<file path="src/design/tgee_pkg.sv">
// shared types, constants and functions of the tile grid edge extractor
`default_nettype none
package tgee_pkg;

    localparam int MAX_ROWS    = 32;
    localparam int MAX_EDGES   = 65536;
    localparam int ROW_W       = $clog2(MAX_ROWS);
    localparam int ID_W        = $clog2(MAX_EDGES);
    localparam int CNT_W       = $clog2(MAX_EDGES + 1);
    localparam int COL_W       = 11;
    localparam int HGT_W       = 6;
    localparam int BS_W        = 8;
    localparam int ORG_W       = 10;
    localparam int COORD_W     = 19;
    localparam int NUM_REGS    = 5;
    localparam int ADDR_W      = $clog2(NUM_REGS * 4);
    localparam int IDX_W       = ADDR_W - 2;
    localparam int QUEUE_DEPTH = 4;
    localparam int QPTR_W      = $clog2(QUEUE_DEPTH);
    localparam int LANES       = 4;
    localparam int LANE_W      = $clog2(LANES);

    localparam logic [IDX_W-1:0] REG_WIDTH  = IDX_W'(0);
    localparam logic [IDX_W-1:0] REG_HEIGHT = IDX_W'(1);
    localparam logic [IDX_W-1:0] REG_BSIZE  = IDX_W'(2);
    localparam logic [IDX_W-1:0] REG_OCOL   = IDX_W'(3);
    localparam logic [IDX_W-1:0] REG_OROW   = IDX_W'(4);

    typedef struct packed {
        logic [COL_W-1:0] width;
        logic [HGT_W-1:0] height;
        logic [BS_W-1:0]  bsize;
        logic [ORG_W-1:0] ocol;
        logic [ORG_W-1:0] orow;
    } cfg_t;

    // one interior cell, classified by the front part
    typedef struct packed {
        logic [COL_W-1:0] x;
        logic [ROW_W-1:0] y;
        logic             has_w;
        logic             has_e;
        logic             has_n;
        logic             has_s;
        logic             fv;
        logic             fh;
        logic             frame_end;
    } job_t;

    // a finished edge before its coordinates are scaled
    typedef struct packed {
        logic [ID_W-1:0]  id;
        logic             vert;
        logic [COL_W-1:0] fixed;
        logic [COL_W-1:0] start;
        logic [COL_W-1:0] stop;
    } fin_t;

    typedef struct packed {
        logic full;
        logic empty;
    } q_status_t;

    typedef enum logic {
        B_IDLE,
        B_EMIT
    } back_state_t;

    function automatic logic [COORD_W-1:0] coord(input logic [ORG_W-1:0] org,
                                                 input logic [COL_W-1:0] idx,
                                                 input logic [BS_W-1:0]  bs);
        logic [COL_W:0]           sum;
        logic [COL_W+BS_W:0]      prod;
        sum  = (COL_W+1)'(org) + (COL_W+1)'(idx);
        prod = (COL_W+BS_W+1)'(sum) * (COL_W+BS_W+1)'(bs);
        return prod[COORD_W-1:0];
    endfunction

endpackage
`default_nettype wire

</file>
<file path="src/design/tgee_front.sv">
// front part: column bit stores, scan counters and cell classification
`default_nettype none
module tgee_front import tgee_pkg::*; (
    input  wire logic   clk,
    input  wire logic   rst_n,
    input  wire cfg_t   cfg,
    input  wire logic   clear,
    input  wire logic   in_valid,
    output logic        in_stall,
    input  wire logic   cell_occupied,
    input  wire logic   q_full,
    output logic        push,
    output job_t        job
);

    logic [MAX_ROWS-1:0] west_reg, center_reg, east_reg;
    logic [MAX_ROWS-1:0] east_next;
    logic [COL_W-1:0]    col_reg;
    logic [HGT_W-1:0]    row_reg;
    logic [COL_W-1:0]    w_eff;
    logic [HGT_W-1:0]    h_eff;
    logic [HGT_W-1:0]    row_inc;
    logic [COL_W:0]      col_inc;
    logic [ROW_W-1:0]    y, ym1, yp1;
    logic                acc, col_end, frame_end, self_bit;

    always_comb
    begin
        w_eff = (cfg.width == '0) ? COL_W'(1) : cfg.width;
        if (cfg.height == '0)
            h_eff = HGT_W'(1);
        else if (cfg.height > HGT_W'(MAX_ROWS))
            h_eff = HGT_W'(MAX_ROWS);
        else
            h_eff = cfg.height;
    end

    assign in_stall  = q_full;
    assign acc       = in_valid && !q_full;
    assign row_inc   = row_reg + HGT_W'(1);
    assign col_inc   = (COL_W+1)'(col_reg) + (COL_W+1)'(1);
    assign col_end   = row_inc >= h_eff;
    assign frame_end = col_end && (col_inc >= (COL_W+1)'(w_eff));

    assign yp1 = row_reg[ROW_W-1:0];
    assign y   = yp1 - ROW_W'(1);
    assign ym1 = yp1 - ROW_W'(2);

    always_comb
    begin
        east_next = east_reg;
        east_next[row_reg[ROW_W-1:0]] = east_reg[row_reg[ROW_W-1:0]] | cell_occupied;
    end

    assign self_bit = center_reg[y];

    always_comb
    begin
        job.x         = col_reg - COL_W'(1);
        job.y         = y;
        job.has_w     = self_bit && !west_reg[y];
        job.has_e     = self_bit && !east_next[y];
        job.has_n     = self_bit && !center_reg[ym1];
        job.has_s     = self_bit && !center_reg[yp1];
        job.fv        = row_inc == h_eff;
        job.fh        = col_inc == (COL_W+1)'(w_eff);
        job.frame_end = frame_end;
    end

    // cell (c-1, r-1) becomes interior work once (c, r) is known
    assign push = acc && (col_reg >= COL_W'(2)) && (row_reg >= HGT_W'(2));

    always_ff @(posedge clk or negedge rst_n)
    begin
        if (!rst_n)
        begin
            west_reg   <= '0;
            center_reg <= '0;
            east_reg   <= '0;
            col_reg    <= '0;
            row_reg    <= '0;
        end
        else if (clear || (acc && frame_end))
        begin
            west_reg   <= '0;
            center_reg <= '0;
            east_reg   <= '0;
            col_reg    <= '0;
            row_reg    <= '0;
        end
        else if (acc)
        begin
            if (col_end)
            begin
                west_reg   <= center_reg;
                center_reg <= east_next;
                east_reg   <= '0;
                col_reg    <= col_inc[COL_W-1:0];
                row_reg    <= '0;
            end
            else
            begin
                east_reg <= east_next;
                row_reg  <= row_inc;
            end
        end
    end

endmodule
`default_nettype wire

</file>
<file path="src/design/tgee_queue.sv">
// short job queue between the front and back parts
`default_nettype none
module tgee_queue import tgee_pkg::*; (
    input  wire logic   clk,
    input  wire logic   rst_n,
    input  wire logic   clear,
    input  wire logic   push,
    input  wire job_t   wr_job,
    input  wire logic   pop,
    output job_t        head,
    output q_status_t   status
);

    job_t              mem_reg [QUEUE_DEPTH];
    logic [QPTR_W-1:0] wr_reg, rd_reg;
    logic [QPTR_W:0]   cnt_reg;
    logic              do_push, do_pop;

    assign status.full  = cnt_reg == (QPTR_W+1)'(QUEUE_DEPTH);
    assign status.empty = cnt_reg == '0;
    assign do_push      = push && !status.full;
    assign do_pop       = pop && !status.empty;
    assign head         = mem_reg[rd_reg];

    always_ff @(posedge clk)
    begin
        if (do_push)
            mem_reg[wr_reg] <= wr_job;
    end

    always_ff @(posedge clk or negedge rst_n)
    begin
        if (!rst_n)
        begin
            wr_reg  <= '0;
            rd_reg  <= '0;
            cnt_reg <= '0;
        end
        else if (clear)
        begin
            wr_reg  <= '0;
            rd_reg  <= '0;
            cnt_reg <= '0;
        end
        else
        begin
            if (do_push)
                wr_reg <= wr_reg + QPTR_W'(1);
            if (do_pop)
                rd_reg <= rd_reg + QPTR_W'(1);
            if (do_push && !do_pop)
                cnt_reg <= cnt_reg + (QPTR_W+1)'(1);
            else if (do_pop && !do_push)
                cnt_reg <= cnt_reg - (QPTR_W+1)'(1);
        end
    end

endmodule
`default_nettype wire

</file>
<file path="src/design/tgee_back.sv">
// back part: open run stores, id allocation, ordering and scaling of edges
`default_nettype none
module tgee_back import tgee_pkg::*; (
    input  wire logic                clk,
    input  wire logic                rst_n,
    input  wire cfg_t                cfg,
    input  wire logic                clear,
    input  wire q_status_t           q_status,
    input  wire job_t                head,
    output logic                     pop,
    output logic                     out_valid,
    input  wire logic                out_stall,
    output logic [ID_W-1:0]          edge_index,
    output logic [COORD_W-1:0]       start_x,
    output logic [COORD_W-1:0]       start_y,
    output logic [COORD_W-1:0]       end_x,
    output logic [COORD_W-1:0]       end_y,
    output logic                     last_of_run,
    output logic                     id_overflow
);

    back_state_t         state_reg, state_next;

    logic [MAX_ROWS-1:0] nv_reg, sv_reg;
    logic [ID_W-1:0]     nid_reg [MAX_ROWS];
    logic [ID_W-1:0]     sid_reg [MAX_ROWS];
    logic [COL_W-1:0]    nst_reg [MAX_ROWS];
    logic [COL_W-1:0]    sst_reg [MAX_ROWS];
    logic                wv_reg, ev_reg;
    logic [ID_W-1:0]     wid_reg, eid_reg;
    logic [ROW_W-1:0]    wst_reg, est_reg;
    logic [CNT_W-1:0]    cnt_reg, cnt_next;
    logic                ovf_reg, ovf_next;
    fin_t                fin_reg [LANES];
    logic [LANES-1:0]    mask_reg, mask_next;
    logic                snap_reg;
    logic                out_valid_reg;

    logic [LANES-1:0]    has_l, flush_l, vin_l, vert_l, vout_l, emit_l;
    logic [ID_W-1:0]     idin_l [LANES];
    logic [ID_W-1:0]     idout_l [LANES];
    logic [COL_W-1:0]    stin_l [LANES];
    logic [COL_W-1:0]    stout_l [LANES];
    logic [COL_W-1:0]    pos_l [LANES];
    logic [COL_W-1:0]    fix_l [LANES];
    fin_t                fin_l [LANES];

    logic                take, load, emit_now;
    logic [LANE_W-1:0]   sel;
    fin_t                cur;
    logic [ORG_W-1:0]    org_fix, org_run;

    assign take = (state_reg == B_IDLE) && !q_status.empty;
    assign pop  = take;
    assign load = !out_valid_reg || !out_stall;

    // lanes in allocation order: west, east, north, south
    always_comb
    begin
        has_l   = {head.has_s, head.has_n, head.has_e, head.has_w};
        flush_l = {head.fh, head.fh, head.fv, head.fv};
        vert_l  = 4'b0011;
        vin_l   = {sv_reg[head.y], nv_reg[head.y], ev_reg, wv_reg};
        idin_l[0] = wid_reg;
        idin_l[1] = eid_reg;
        idin_l[2] = nid_reg[head.y];
        idin_l[3] = sid_reg[head.y];
        stin_l[0] = COL_W'(wst_reg);
        stin_l[1] = COL_W'(est_reg);
        stin_l[2] = nst_reg[head.y];
        stin_l[3] = sst_reg[head.y];
        pos_l[0]  = COL_W'(head.y);
        pos_l[1]  = COL_W'(head.y);
        pos_l[2]  = head.x;
        pos_l[3]  = head.x;
        fix_l[0]  = head.x;
        fix_l[1]  = head.x + COL_W'(1);
        fix_l[2]  = COL_W'(head.y);
        fix_l[3]  = COL_W'(head.y) + COL_W'(1);
    end

    always_comb
    begin
        cnt_next = cnt_reg;
        ovf_next = ovf_reg;
        for (int i = 0; i < LANES; i++)
        begin
            vout_l[i]  = vin_l[i];
            idout_l[i] = idin_l[i];
            stout_l[i] = stin_l[i];
            emit_l[i]  = 1'b0;
            fin_l[i].id    = idin_l[i];
            fin_l[i].vert  = vert_l[i];
            fin_l[i].fixed = fix_l[i];
            fin_l[i].start = stin_l[i];
            fin_l[i].stop  = pos_l[i];
            if (has_l[i] && !vin_l[i])
            begin
                if (cnt_next < CNT_W'(MAX_EDGES))
                begin
                    idout_l[i] = cnt_next[ID_W-1:0];
                    cnt_next   = cnt_next + CNT_W'(1);
                    vout_l[i]  = 1'b1;
                    stout_l[i] = pos_l[i];
                end
                else
                    ovf_next = 1'b1;
            end
            if (!has_l[i] && vout_l[i])
            begin
                emit_l[i] = 1'b1;
                vout_l[i] = 1'b0;
            end
            if (flush_l[i] && vout_l[i])
            begin
                emit_l[i]      = 1'b1;
                vout_l[i]      = 1'b0;
                fin_l[i].id    = idout_l[i];
                fin_l[i].start = stout_l[i];
                fin_l[i].stop  = pos_l[i] + COL_W'(1);
            end
        end
    end

    // lowest pending id goes out first
    always_comb
    begin
        sel = '0;
        for (int i = 0; i < LANES; i++)
        begin
            if (mask_reg[i] && (!mask_reg[sel] || fin_reg[i].id < fin_reg[sel].id))
                sel = LANE_W'(i);
        end
    end

    assign cur      = fin_reg[sel];
    assign emit_now = (state_reg == B_EMIT) && load;
    assign org_fix  = cur.vert ? cfg.ocol : cfg.orow;
    assign org_run  = cur.vert ? cfg.orow : cfg.ocol;

    always_comb
    begin
        mask_next = mask_reg;
        mask_next[sel] = 1'b0;
    end

    always_comb
    begin
        state_next = state_reg;
        unique case (state_reg)
            B_IDLE:
                if (take && (emit_l != '0))
                    state_next = B_EMIT;
            B_EMIT:
                if (load && (mask_next == '0))
                    state_next = B_IDLE;
            default:
                state_next = B_IDLE;
        endcase
    end

    always_ff @(posedge clk or negedge rst_n)
    begin
        if (!rst_n)
            state_reg <= B_IDLE;
        else if (clear)
            state_reg <= B_IDLE;
        else
            state_reg <= state_next;
    end

    always_ff @(posedge clk or negedge rst_n)
    begin
        if (!rst_n)
        begin
            nv_reg        <= '0;
            sv_reg        <= '0;
            wv_reg        <= 1'b0;
            ev_reg        <= 1'b0;
            cnt_reg       <= '0;
            ovf_reg       <= 1'b0;
            mask_reg      <= '0;
            out_valid_reg <= 1'b0;
        end
        else if (clear)
        begin
            nv_reg        <= '0;
            sv_reg        <= '0;
            wv_reg        <= 1'b0;
            ev_reg        <= 1'b0;
            cnt_reg       <= '0;
            ovf_reg       <= 1'b0;
            mask_reg      <= '0;
            out_valid_reg <= 1'b0;
        end
        else
        begin
            if (take)
            begin
                mask_reg <= emit_l;
                if (head.frame_end)
                begin
                    nv_reg  <= '0;
                    sv_reg  <= '0;
                    wv_reg  <= 1'b0;
                    ev_reg  <= 1'b0;
                    cnt_reg <= '0;
                    ovf_reg <= 1'b0;
                end
                else
                begin
                    wv_reg          <= vout_l[0];
                    ev_reg          <= vout_l[1];
                    nv_reg[head.y]  <= vout_l[2];
                    sv_reg[head.y]  <= vout_l[3];
                    cnt_reg         <= cnt_next;
                    ovf_reg         <= ovf_next;
                end
            end
            else if (emit_now)
                mask_reg <= mask_next;
            if (load)
                out_valid_reg <= state_reg == B_EMIT;
        end
    end

    always_ff @(posedge clk)
    begin
        if (take)
        begin
            wid_reg          <= idout_l[0];
            eid_reg          <= idout_l[1];
            nid_reg[head.y]  <= idout_l[2];
            sid_reg[head.y]  <= idout_l[3];
            wst_reg          <= stout_l[0][ROW_W-1:0];
            est_reg          <= stout_l[1][ROW_W-1:0];
            nst_reg[head.y]  <= stout_l[2];
            sst_reg[head.y]  <= stout_l[3];
            for (int i = 0; i < LANES; i++)
                fin_reg[i] <= fin_l[i];
            snap_reg <= ovf_next;
        end
        if (emit_now)
        begin
            edge_index  <= cur.id;
            last_of_run <= mask_next == '0;
            id_overflow <= snap_reg;
            if (cur.vert)
            begin
                start_x <= coord(org_fix, cur.fixed, cfg.bsize);
                end_x   <= coord(org_fix, cur.fixed, cfg.bsize);
                start_y <= coord(org_run, cur.start, cfg.bsize);
                end_y   <= coord(org_run, cur.stop, cfg.bsize);
            end
            else
            begin
                start_y <= coord(org_fix, cur.fixed, cfg.bsize);
                end_y   <= coord(org_fix, cur.fixed, cfg.bsize);
                start_x <= coord(org_run, cur.start, cfg.bsize);
                end_x   <= coord(org_run, cur.stop, cfg.bsize);
            end
        end
    end

    assign out_valid = out_valid_reg;

endmodule
`default_nettype wire

</file>
<file path="src/design/tile_grid_edge_extract_core.sv">
// Tile grid edge extractor: takes one occupancy bit per transaction, column by
// column with the row inner, and returns the finished boundary edges of the
// window (id, endpoints in world units). The front part accepts one cell per
// cycle into a four-entry job queue; the back part first updates the open run
// stores for each interior cell and then emits its finished edges (zero to four
// per cell), holding them while the receiver stalls, and takes no new cell
// until the cell's last edge has gone out. Input stalls while the queue is full.
// A write to any register aborts the frame and returns all scan state to reset.
`default_nettype none
module tile_grid_edge_extract_core import tgee_pkg::*; (
    input  wire logic                clk,
    input  wire logic                rst_n,
    input  wire logic                psel,
    input  wire logic                penable,
    input  wire logic                pwrite,
    input  wire logic [ADDR_W-1:0]   paddr,
    input  wire logic [31:0]         pwdata,
    output logic [31:0]              prdata,
    output logic                     pready,
    input  wire logic                in_valid,
    output logic                     in_stall,
    input  wire logic                cell_occupied,
    output logic                     out_valid,
    input  wire logic                out_stall,
    output logic [ID_W-1:0]          edge_index,
    output logic [COORD_W-1:0]       start_x,
    output logic [COORD_W-1:0]       start_y,
    output logic [COORD_W-1:0]       end_x,
    output logic [COORD_W-1:0]       end_y,
    output logic                     last_of_run,
    output logic                     id_overflow
);

    cfg_t             cfg_reg;
    logic [IDX_W-1:0] idx;
    logic             wr, clear, push, pop;
    job_t             job, head;
    q_status_t        q_status;

    assign pready = 1'b1;
    assign idx    = paddr[ADDR_W-1:2];
    assign wr     = psel && penable && pwrite && pready;
    assign clear  = wr && (idx < IDX_W'(NUM_REGS));

    always_ff @(posedge clk or negedge rst_n)
    begin
        if (!rst_n)
        begin
            cfg_reg.width  <= COL_W'(20);
            cfg_reg.height <= HGT_W'(20);
            cfg_reg.bsize  <= BS_W'(32);
            cfg_reg.ocol   <= '0;
            cfg_reg.orow   <= '0;
        end
        else if (wr)
        begin
            unique case (idx)
                REG_WIDTH:  cfg_reg.width  <= pwdata[COL_W-1:0];
                REG_HEIGHT: cfg_reg.height <= pwdata[HGT_W-1:0];
                REG_BSIZE:  cfg_reg.bsize  <= pwdata[BS_W-1:0];
                REG_OCOL:   cfg_reg.ocol   <= pwdata[ORG_W-1:0];
                REG_OROW:   cfg_reg.orow   <= pwdata[ORG_W-1:0];
                default:    ;
            endcase
        end
    end

    always_comb
    begin
        unique case (idx)
            REG_WIDTH:  prdata = 32'(cfg_reg.width);
            REG_HEIGHT: prdata = 32'(cfg_reg.height);
            REG_BSIZE:  prdata = 32'(cfg_reg.bsize);
            REG_OCOL:   prdata = 32'(cfg_reg.ocol);
            REG_OROW:   prdata = 32'(cfg_reg.orow);
            default:    prdata = '0;
        endcase
    end

    tgee_front u_front (
        .clk           (clk),
        .rst_n         (rst_n),
        .cfg           (cfg_reg),
        .clear         (clear),
        .in_valid      (in_valid),
        .in_stall      (in_stall),
        .cell_occupied (cell_occupied),
        .q_full        (q_status.full),
        .push          (push),
        .job           (job)
    );

    tgee_queue u_queue (
        .clk    (clk),
        .rst_n  (rst_n),
        .clear  (clear),
        .push   (push),
        .wr_job (job),
        .pop    (pop),
        .head   (head),
        .status (q_status)
    );

    tgee_back u_back (
        .clk         (clk),
        .rst_n       (rst_n),
        .cfg         (cfg_reg),
        .clear       (clear),
        .q_status    (q_status),
        .head        (head),
        .pop         (pop),
        .out_valid   (out_valid),
        .out_stall   (out_stall),
        .edge_index  (edge_index),
        .start_x     (start_x),
        .start_y     (start_y),
        .end_x       (end_x),
        .end_y       (end_y),
        .last_of_run (last_of_run),
        .id_overflow (id_overflow)
    );

endmodule
`default_nettype wire

</file>
<file path="config.mk">
export PLATFORM = sky130hd
export DESIGN_NAME = tile_grid_edge_extract_core
export DESIGN_NICKNAME = d
export VERILOG_FILES = /design/src/design/tgee_pkg.sv /design/src/design/tgee_front.sv /design/src/design/tgee_queue.sv /design/src/design/tgee_back.sv /design/src/design/tile_grid_edge_extract_core.sv
export SDC_FILE = /design/constraint.sdc
export NUM_CORES = 2
export LEC_CHECK = 0
export ABC_AREA = 1
export BUFFER_PORTS_ARGS = -buffer_cell sky130_fd_sc_hd__buf_4
export CAP_MARGIN = 20
export CORE_ASPECT_RATIO = 1.75
export CORE_MARGIN = 2
export CORE_UTILIZATION = 35
export CTS_BUF_LIST = sky130_fd_sc_hd__clkbuf_16
export CTS_CLUSTER_DIAMETER = 50
export DETAILED_ROUTE_END_ITERATION = 8
export SYNTH_ARGS = -nofsm -noshare
export SYNTH_HDL_FRONTEND = slang
export SYNTH_SLANG_ARGS = --single-unit
</file>
<file path="constraint.sdc">
create_clock -name clk -period 13.5 [get_ports clk]
set_input_delay 1.35 -clock clk [delete_from_list [all_inputs] [get_ports clk]]
set_output_delay 1.35 -clock clk [all_outputs]
set_load 0.01 [all_outputs]
</file>
==> metrics.cfg <==
[detailed_routing]
first_pass_iters = 7
routed_wl_um = 356000
wl_met3_um = 22900
dr_total_vias = 79100
dr_wl_met2_um = 185000
wl_per_cell_um = 24.9
top_layer = met5
via_per_inst = 5.52
ant_nets = 0
drcViolationCount = 0
drt_iter0_markers = 7825
wl_met1_um = 120000

[sta]
fin_worst_skew_ns = 0.103
slew_headroom = 0.197
final-hold-violation-count = 0
rsz0062_at_grt = false
setup_violations = 0
fin_tns_setup_ns = 0
worstMarginPinSlew_ns = 1.20
max_freq_ghz = 0.0800
maxSlewViolCount = 0
fin_crit_sh = 0.926
period_minus_slack_ns = 12.50

[hold_path]
hp-class = in2async

[global_route]
grt_first_pass_wirelength_um = 513000
grt_overflow = 0
grt_pass1_vias = 77900
grt_usage = 0.217
antenna_found_initial = 5
grt_max_degree = 163

[yosys]
synth_cell_types = 70
netlist_instances = 9782
ys_ff_latch = 2375
syn_area_um2 = 110000
synth_edf_count = 2120
synth_area_per_cell_um2 = 11.2
synth_ff_type = edfxtp_1
ys_seq_area_frac = 0.637
yosysWarnings = 0
synthArstFlopShare = 0.107

[clock_tree]
numClockSinks = 2375
clk_pin_slew_worst_paths_ns = 0.07
clockBufferDepth = 4
cts_made_buffers = 208
clockRootBuffer = clkbuf_16
cts_max_level = 4
clk_latency_ns = 0.93
cts_tree = built

[setup_path]
required_ns = 14.26
startpoint_type = flop
regToRegSetupSlack_ns = 1.0
critical_path.endpoint_type = flop
r2r_cells = 72
crit_fanout = 18
worstPathArrival_ns = 13.26
r2r-end = u_back.start_y[18]
path_common_cell = nand2_1
rr_startpoint = u_back.fin_reg[1][37]
critPathKind = reg2reg
cpPeakStageDelay_ns = 0.54
slowest_stage = fa_1

[placed_design]
dp_hpwl_um = 224000
port_buffers = 128
dp.cells = 13900
place.gp.congestion = 0.935

[floorplanning]
core_um2 = 313000
dieWidth_um = 428
die-area_um2 = 319000
num_io_pins = 174
row_count = 272
die-height_um = 745
initial_utilization = 0.351

[cells_and_area]
final_nets = 10500
final_cells = 14300
area_growth_pct = 14.1
drive_gt1_frac = 0.108

[run_status]
run_status = completed

[run]
maxCapViolCount = 0

how the worst max path moves through the flow:
| stage | start | end | slack, ns | cells past startpoint |
|---|---|---|---|---|
| 2_1_floorplan | u_back.fin_reg[1][45] | u_back.end_x[18] | 2.79 | 73 |
| 3_3_place_gp | u_back.fin_reg[1][35] | u_back.start_y[18] | 0.46 | 76 |
| 3_5_place_dp | u_back.fin_reg[1][35] | u_back.start_x[18] | 0.53 | 76 |
| 4_1_cts | u_back.fin_reg[1][35] | u_back.start_x[18] | 0.43 | 76 |
| 5_1_grt | u_back.fin_reg[1][49] | u_back.start_y[18] | 0.03 | 79 |
| 6_report | u_back.fin_reg[1][37] | u_back.start_y[18] | 1.0 | 72 |
stage by stage:
stage / util / cell area, um2 / worst slack, ns / hold WS (ns)
floorplan: - / 110000 / 2.79 / 0.400
global placement: 0.376 / 118000 / 0.464 / 0.457
detailed placement: 0.377 / 118000 / 0.529 / 0.461
CTS: 0.398 / 125000 / 0.430 / 0.422
global route: 0.400 / 125000 / 0.0261 / 0.462
finish: 0.400 / 125000 / 0.995 / 0.431
critical path, delay by kind of cell, from the launching register on:
family | cells | cell delay (ns)
xor gates and xnor gates | 2 | 0.35
AOI/OAI and AO/OA | 15 | 2.68
DFF | 1 | 0.41
adders and majority gates | 9 | 3.59
and+or+nand+nor | 35 | 4.07
buffers and inverters | 11 | 1.19
cells in the mapped netlist (all sizes together) (28+ instances only):
cell,n,area share
nor3,79,0.0041
nand3,209,0.0097
a221oi,111,0.0088
a22o,124,0.0099
mux2i,28,0.0026
dfrtp,250,0.057
inv,816,0.028
nand4,36,0.0020
xor2,120,0.010
nand2,1491,0.051
o22ai,338,0.019
clkbuf,452,0.015
buf,109,0.0053
ha,230,0.026
o211ai,33,0.0023
a22oi,34,0.0023
a21oi,311,0.014
nor2,1177,0.041
edfxtp,2120,0.58
o21ai,1250,0.057
fa,179,0.033
cells in the final DEF, fill, tap and decap left out, types with 14 or more instances in the layout:
cell	count
edfxtp_1	2120
nand2_1	1476
o21ai_0	1165
nor2_1	1122
inv_1	821
buf_4	550
o22ai_1	338
a21oi_1	310
dfrtp_1	249
ha_1	230
clkbuf_16	212
nand3_1	205
fa_1	179
a22o_1	124
xor2_1	114
a221oi_1	111
nor3_1	58
clkinv_1	57
o21ai_2	44
nor2_4	42
o21ai_1	40
nand4_1	36
a22oi_1	34
clkinv_2	34
o211ai_1	33
buf_8	33
mux2i_1	28
bufinv_16	25
inv_2	23
o32ai_1	23
xnor2_1	22
conb_1	22
a32o_1	21
a211oi_1	19
nor3_2	19
nor4_1	18
a221o_1	18
o221ai_1	17
o2111ai_1	14
cell families after synthesis:
| group | synth area share |
|---|---|
| buffers and inverters | 0.0492 |
| AND/OR/NAND/NOR | 0.111 |
| multiplexers | 0.00255 |
| other | 0.0000683 |
| XOR/XNOR | 0.0117 |
| adder cells (fa/ha/maj) | 0.0588 |
| flip-flops | 0.637 |
| AO/OA/AOI/OAI | 0.129 |
per-layer routing:
metal | up-vias | global-route usage
li1 | 35100 | -
met1 | 39400 | 0.231
met2 | 3534 | 0.393
met3 | 1071 | 0.0249
met4 | 2 | 0.153
met5 | - | 0
final cells by class:
cell class | instances | area [um2]
Fill cell | 29400 | 188000
Clock buffer | 212 | 5310
Timing Repair Buffer | 608 | 5180
Sequential cell | 2375 | 70000
Inverter | 831 | 3150
Antenna cell | 1 | 2.50
Multi-Input combinational cell | 6035 | 35000
Tap cell | 4110 | 5140
Clock inverter | 163 | 1470
repair_timing:
action	in CTS	in global routing
hold endpoints to repair	0	0
gates resized for setup	0	13
setup endpoints to repair	0	20
hold buffers	0	0
buffers inserted	0	0
Power is not shown: default switching activity piles up to over one toggle a cycle in this logic, so the estimate is an artifact.
